### src/sv/aedm_pkg.sv
package aedm_pkg;

	localparam int DELAY_DEPTH = 4096;
	localparam int ADDR_W      = $clog2(DELAY_DEPTH);
	localparam int INDEX_W     = $clog2(DELAY_DEPTH + 1);

	localparam int SAMPLE_W    = 16;
	localparam int RATE_W      = 18;
	localparam int MS_W        = 10;
	localparam int RATE_DIV_W  = 9;
	localparam int PROD_W      = RATE_DIV_W + MS_W;
	localparam int PADDR_W     = 3;
	localparam int PDATA_W     = 32;

	// floor(x / 1000) == (x * RECIP) >> RECIP_SHIFT for every x below 2**18
	localparam int RECIP_SHIFT = 28;
	localparam int RECIP_W     = 19;
	localparam logic [RECIP_W-1:0] RECIP = RECIP_W'(((64'd1 << RECIP_SHIFT) + 999) / 1000);
	localparam int RECIP_PROD_W = RATE_W + RECIP_W;

	localparam logic [ADDR_W-1:0] DELAY_MAX = ADDR_W'(DELAY_DEPTH - 1);

	localparam logic [RATE_W-1:0]     RATE_RESET     = RATE_W'(44100);
	localparam logic [MS_W-1:0]       MS_RESET       = MS_W'(20);
	localparam logic [RATE_DIV_W-1:0] RATE_DIV_RESET = RATE_DIV_W'(44100 / 1000);
	localparam logic [ADDR_W-1:0]     DELAY_RESET    = ADDR_W'((44100 / 1000) * 20);

	typedef enum logic [0:0] {
		REG_SAMPLE_RATE = 1'b0,
		REG_ECHO_MS     = 1'b1
	} reg_idx_t;

	typedef logic signed [SAMPLE_W-1:0] sample_t;

endpackage

### src/sv/aedm_cfg.sv
module aedm_cfg (
	input  logic                              clk,
	input  logic                              arst_n,
	input  logic                              psel,
	input  logic                              penable,
	input  logic                              pwrite,
	input  logic [aedm_pkg::PADDR_W-1:0]      paddr,
	input  logic [aedm_pkg::PDATA_W-1:0]      pwdata,
	output logic [aedm_pkg::PDATA_W-1:0]      prdata,
	output logic [aedm_pkg::ADDR_W-1:0]       delay
);

	logic [aedm_pkg::RATE_W-1:0]       rate_q;
	logic [aedm_pkg::MS_W-1:0]         ms_q;
	logic [aedm_pkg::RATE_DIV_W-1:0]   rate_div_q;
	logic [aedm_pkg::ADDR_W-1:0]       delay_q;
	logic [aedm_pkg::RECIP_PROD_W-1:0] recip_prod;
	logic [aedm_pkg::PROD_W-1:0]       dly_prod;
	logic                              wr_en;
	aedm_pkg::reg_idx_t                reg_idx;

	assign wr_en   = psel && penable && pwrite;
	assign reg_idx = aedm_pkg::reg_idx_t'(paddr[2]);

	// rate / 1000 by reciprocal multiply, taken at write time
	assign recip_prod = aedm_pkg::RECIP_PROD_W'(pwdata[aedm_pkg::RATE_W-1:0])
		* aedm_pkg::RECIP_PROD_W'(aedm_pkg::RECIP);
	assign dly_prod = aedm_pkg::PROD_W'(rate_div_q) * aedm_pkg::PROD_W'(ms_q);

	always_ff @(posedge clk or negedge arst_n) begin
		if (!arst_n) begin
			rate_q     <= aedm_pkg::RATE_RESET;
			ms_q       <= aedm_pkg::MS_RESET;
			rate_div_q <= aedm_pkg::RATE_DIV_RESET;
			delay_q    <= aedm_pkg::DELAY_RESET;
		end else begin
			if (wr_en) begin
				unique case (reg_idx)
					aedm_pkg::REG_SAMPLE_RATE: begin
						rate_q     <= pwdata[aedm_pkg::RATE_W-1:0];
						rate_div_q <= recip_prod[aedm_pkg::RECIP_SHIFT +: aedm_pkg::RATE_DIV_W];
					end
					aedm_pkg::REG_ECHO_MS: begin
						ms_q <= pwdata[aedm_pkg::MS_W-1:0];
					end
					default: begin
					end
				endcase
			end
			// clamp to DELAY_MAX, one below the ring depth
			if (dly_prod > aedm_pkg::PROD_W'(aedm_pkg::DELAY_MAX)) begin
				delay_q <= aedm_pkg::DELAY_MAX;
			end else begin
				delay_q <= dly_prod[aedm_pkg::ADDR_W-1:0];
			end
		end
	end

	always_comb begin
		unique case (reg_idx)
			aedm_pkg::REG_SAMPLE_RATE: prdata = aedm_pkg::PDATA_W'(rate_q);
			aedm_pkg::REG_ECHO_MS:     prdata = aedm_pkg::PDATA_W'(ms_q);
			default:                   prdata = '0;
		endcase
	end

	assign delay = delay_q;

endmodule

### config.mk
export PLATFORM = sky130hd
export DESIGN_NAME = aedm_cfg
export DESIGN_NICKNAME = d
export VERILOG_FILES = /design/src/sv/aedm_pkg.sv /design/src/sv/aedm_cfg.sv
export SDC_FILE = /design/constraint.sdc
export NUM_CORES = 1
export LEC_CHECK = 0
export ABC_AREA = 1
export BUFFER_PORTS_ARGS = -buffer_cell sky130_fd_sc_hd__buf_2
export CORE_MARGIN = 1.5
export CORE_UTILIZATION = 60
export DETAILED_ROUTE_END_ITERATION = 6
export PLACE_DENSITY = 0.79
export SLEW_MARGIN = 5
export SYNTH_ARGS = -nofsm -noshare
export SYNTH_HDL_FRONTEND = slang
export SYNTH_SLANG_ARGS = --single-unit
### constraint.sdc
create_clock -name clk -period 5.2 [get_ports clk]
set_clock_uncertainty 0.2 [all_clocks]
set_input_delay 0.26 -clock clk [delete_from_list [all_inputs] [get_ports clk]]
set_output_delay 0.26 -clock clk [all_outputs]
set_load 0.03 [all_outputs]
# After elaboration in Yosys (flattened, before gate mapping)

Index checks and enable logic that the tools add are counted.

Register bits after elaboration: 49
Bits of input ports: 40

Multiply operators: 2
Order comparisons: 1
Mux-type cells: 2
Bitwise operators: 1
Reduce and logical (&&, ||, !) cells: 4

Operators by type and width:

| kind                                                 | number |
|---|---|
| case mux 32 bit (2 select lines)                     | 1 |
| multiplier 18 x 17 -> 35 bit, second input constant  | 1 |
| > comparator 19 x 12 -> 1 bit, second input constant | 1 |
| multiplier 9 x 10 -> 19 bit                          | 1 |
| two-way mux 12 bit                                   | 1 |
| AND reduction 2 bit                                  | 2 |
| logical AND 1 bit                                    | 2 |
| inverter 1 bit                                       | 1 |

# Longest topological paths before layout

Depth after elaboration: 3
Mapped depth: 25

# Worst setup path after synthesis

OpenSTA, ideal clock, no wires.

Path kind: reg2reg
Start point: reg rate_div_q[2] in the netlist's numbering
End point: reg delay_q (netlist bit delay[10])
Arrival: 4.326 ns
Data required time: 4.876 ns
Setup slack: 0.550 ns
Stages on the path, launching flop included: 22
Clock period less this slack: 4.650 ns
Path through: dfstp_2 clkbuf_1 nand2_1 fa_1 inv_1 fa_1 inv_1 fa_1 fa_1 inv_1 ha_1 nand2_2 inv_1 a21oi_2 inv_1 nand2_1 nand4_1 nand2_1 nand2_1 nor2_2 buf_6 nand3_2

Longest elaborated chain between the ends: 3

Ends and longest elaborated chain:

| what                          | RTL line       | RTL |
|---|---|---|
| start: declaration            | aedm_cfg.sv:15 | `logic [aedm_pkg::RATE_DIV_W-1:0] rate_div_q;` |
| start signal: assignment      | aedm_cfg.sv:34 | `rate_div_q <= aedm_pkg::RATE_DIV_RESET;` |
| start signal: assignment      | aedm_cfg.sv:41 | `rate_div_q <= recip_prod[aedm_pkg::RECIP_SHIFT +: aedm_pkg::RATE_DIV_W];` |
| multiplier 9 x 10 -> 19 bit * | aedm_cfg.sv:28 | `assign dly_prod = aedm_pkg::PROD_W'(rate_div_q) * aedm_pkg::PROD_W'(ms_q);` |
| > comparator 19 x 12 -> 1 bit | aedm_cfg.sv:51 | `if (dly_prod > aedm_pkg::PROD_W'(aedm_pkg::DELAY_MAX)) begin` |
| two-way mux 12 bit *          | aedm_cfg.sv:51 |  |
| end signal: assignment        | aedm_cfg.sv:35 | `delay_q <= aedm_pkg::DELAY_RESET;` |
| end signal: assignment        | aedm_cfg.sv:52 | `delay_q <= aedm_pkg::DELAY_MAX;` |
| end signal: assignment        | aedm_cfg.sv:54 | `delay_q <= dly_prod[aedm_pkg::ADDR_W-1:0];` |
| end: declaration              | aedm_cfg.sv:16 | `logic [aedm_pkg::ADDR_W-1:0] delay_q;` |

Every way passes the cells marked *; elsewhere a longest branch is shown, timed or not.
A chain may end at the register's enable or synchronous reset.

# Worst setup path after layout

Start point: reg ms_q[3] in the netlist's numbering
End point: reg delay_q (netlist bit delay[2])

Longest elaborated chain between the ends: 3

Ends and longest elaborated chain:

| what                          | RTL line       | RTL |
|---|---|---|
| start: declaration            | aedm_cfg.sv:14 | `logic [aedm_pkg::MS_W-1:0] ms_q;` |
| start signal: assignment      | aedm_cfg.sv:33 | `ms_q <= aedm_pkg::MS_RESET;` |
| start signal: assignment      | aedm_cfg.sv:44 | `ms_q <= pwdata[aedm_pkg::MS_W-1:0];` |
| multiplier 9 x 10 -> 19 bit   | aedm_cfg.sv:28 |  |
| > comparator 19 x 12 -> 1 bit | aedm_cfg.sv:51 |  |
| two-way mux 12 bit            | aedm_cfg.sv:51 |  |

Every way passes these cells.

==> out/summary.txt <==
status: finished, final reports clean
Reg2Reg Depth: 22
via count: 7,856
max-slew violations: 0
Nets: 1,639
later-pin clock latency in the skew report: 0.30 ns
Die W: 130 um
post-layout minimum cycle time: 4.84 ns
area of the mapped netlist: 9640 um2
Core Region: 15,800 um2
# diodes: 0
vias in the first global route: 7,697
final number of setup-violating endpoints: 0
total track usage: 27.0%
Int Pwr: 2150 uW
vias per cell: 5.13
max incr delay on CP: 0.54 ns
Hold Vio Cnt, Final: 0
CP Buf/Inv Count: 7
Synth cell types: 35
register share of total power: 12.7%
CP Capture Type: register
drt pass-1 iters: 5
final worst-path cycle share: 93.2%
CP most frequent cell: inv_1
critical path startpoint category: register
TritonCTS clock tree: yes
flops & latches, synth: 49
cells along the critical path: nand2_1 > inv_1 > fa_1 > inv_1 > fa_1 > inv_1 > fa_1 > inv_1 > fa_1 > inv_1 > ha_1 > nand2_2 > inv_1 > a21oi_2 > nand2_2 > nand3_2 > nand3_1 > nand2_2 > nand2_2 > nor2_4 > buf_12 > nand3_2
worst slew pin tran: 0.889 ns
Cell Pwr Density: 489 nW/um2
CP max-delay cell: dfrtp_1
CP Depth: 22
crit path max fanout: 11
most frequent cells in the layout: inv_1 (318), nand2_1 (318), ha_1 (183)
clk slew on worst S/H paths: 0.07 ns
die area: 16,800 um2
CTS Buffer Depth: 2
Comb power frac: 80.4%
fmax: 206 MHz
mean area per synthesized cell: 7.55 um2
Vert. Die Dim: 130 um
P&R area growth vs syn: 5.91%
IO Pins: 84
Clock Tree Root: clkbuf_16
GPL Wtd Cong: 0.936
number of synthesized flops with an enable pin: 0
WL/cell: 13.7 um
Synth Warn #: 0
fraction of registers with async set/reset: 100%
type of the worst setup path: register to register
total grt overflow: 0
Hold Path Depth: 3
fin area: 10,200 um2
initial DRC count: 453
Power Total: 4990 uW
antenna violations before repair: 0
worst hold-check path type: input port to register
RSZ-0062 raised after global routing: no
post-synthesis sequential area ratio: 12.9%
switching power: 2850 uW
Max VDD drop: 401 uV
DRT antenna net count: 0
largest net degree at the start of global routing: 50
first-pass GRT wire length: 35,700 um
Post-Route WL: 21,000 um
DP Area: 10,000 um2
R2R setup slack: 0.36 ns
num rows: 46
clock power share: 6.9%
Crit path max-delay family: adder cells
top_reg_cell synth: dfrtp_1
H-tree Lvls: 2
setup_tns: 0 ns
Detail Placement HPWL: 17,500 um
Residual DRC: 0
post-cts sizing count: 0
Port Buf Inserts: 53
share of cells above drive strength 1: 8.60%
CP Data Required Time: 5.19 ns
total of max-cap violations: 0
Sink Count: 49
Worst Path Arrival: 4.83 ns
Static Leak: 0.00622 uW
CTS Buf Count: 5
Syn Inst Count: 1,276
switching share of power: 57.0%
Initial Utilization: 61.1%
Slew HR: 40.7%
==> cells in the mapped netlist (all sizes together), types with 16 or more instances <==
master	number	area, um2
nand2	326	1240
inv	319	1200
ha	183	2290
fa	103	2060
nor2	66	270
nand3	52	320
o21ai	46	230
a21oi	41	209
dfrtp	33	826
clkbuf	28	105
buf	16	136
dfstp	16	420
==> cell type report <==
cell class / count / area, um2
sequential: 49 / 1250
clock inverter: 3 / 26.3
inverter: 320 / 1200
tap: 216 / 270
timing repair buffer: 61 / 340
clock buffer: 5 / 125
multi-input combinational: 876 / 7000
fill: 1410 / 5570
==> worst register-to-register path, stage by stage (launching register included) <==
cell and delay [ns]:
dfrtp_1 0.54, nand2_1 0.15, inv_1 0.07, fa_1 0.53, inv_1 0.05, fa_1 0.48, inv_1 0.06, fa_1 0.53
inv_1 0.05, fa_1 0.52, inv_1 0.04, ha_1 0.35, nand2_2 0.11, inv_1 0.06, a21oi_2 0.17, nand2_2 0.10
nand3_2 0.08, nand3_1 0.09, nand2_2 0.10, nand2_2 0.06, nor2_4 0.16, buf_12 0.16, nand3_2 0.07
==> logic make-up after synthesis <==
kind of cell,after synthesis,share of synthesized area (%)
AND/OR/NAND/NOR,475,21.1
buffers and inverters,364,15.0
adder cells (fa/ha/maj),286,45.2
AO/OA/AOI/OAI,93,5.03
flip-flops,49,12.9
XOR/XNOR,8,0.727
other,1,0.0389
==> state kept, by name, indices dropped and copies added (netlist names) <==
name and count:
rate_q 18, delay 12, ms_q 10, rate_div_q 9
==> layer usage <==
metal  vias to the layer above  wire length, um  GRT usage [%]
met5                         -                0              0
met4                         0              360           6.41
met3                        25              947           2.62
met2                       186            10100           47.7
met1                      3743             9610           35.9
li1                       3902                -              -
==> stage by stage <==
stage	std cells	setup slack [ns]	hold slack, ns	util, %
after CTS	1529	0.251	0.109	64.6
after floorplan	1289	0.550	-0.236	-
after global routing	1530	0.130	0.131	64.7
after global placement	1520	0.373	0.196	63.6
after detailed placement	1520	0.270	0.203	63.6
final	1530	0.355	0.0991	64.7
==> repair_timing <==
item,4_1_cts,5_1_grt
endpoints found under the hold margin,33,0
hold buffers,1,0
setup buffers,0,1
setup endpoints to repair,0,2
==> power groups by stage <==
stage / sequential (uW) / combinational [uW] / clock (uW)
floorplan: 548 / 3280 / 0
global placement: 627 / 3870 / 0
detailed placement: 634 / 3970 / 0
CTS: 627 / 4000 / 353
global route: 647 / 4630 / 369
finish: 634 / 4010 / 346
==> final timing paths <==
path                               to       start
setup / recovery             delay[2]     ms_q[3]
hold / removal             rate_q[11]  pwdata[11]
setup reg to reg             delay[2]     ms_q[3]
hold reg to reg             rate_q[8]   rate_q[8]
max in group asynchronous  rate_q[12]      arst_n
min in group asynchronous     ms_q[3]      arst_n
Power figures use the tool's default switching activity.
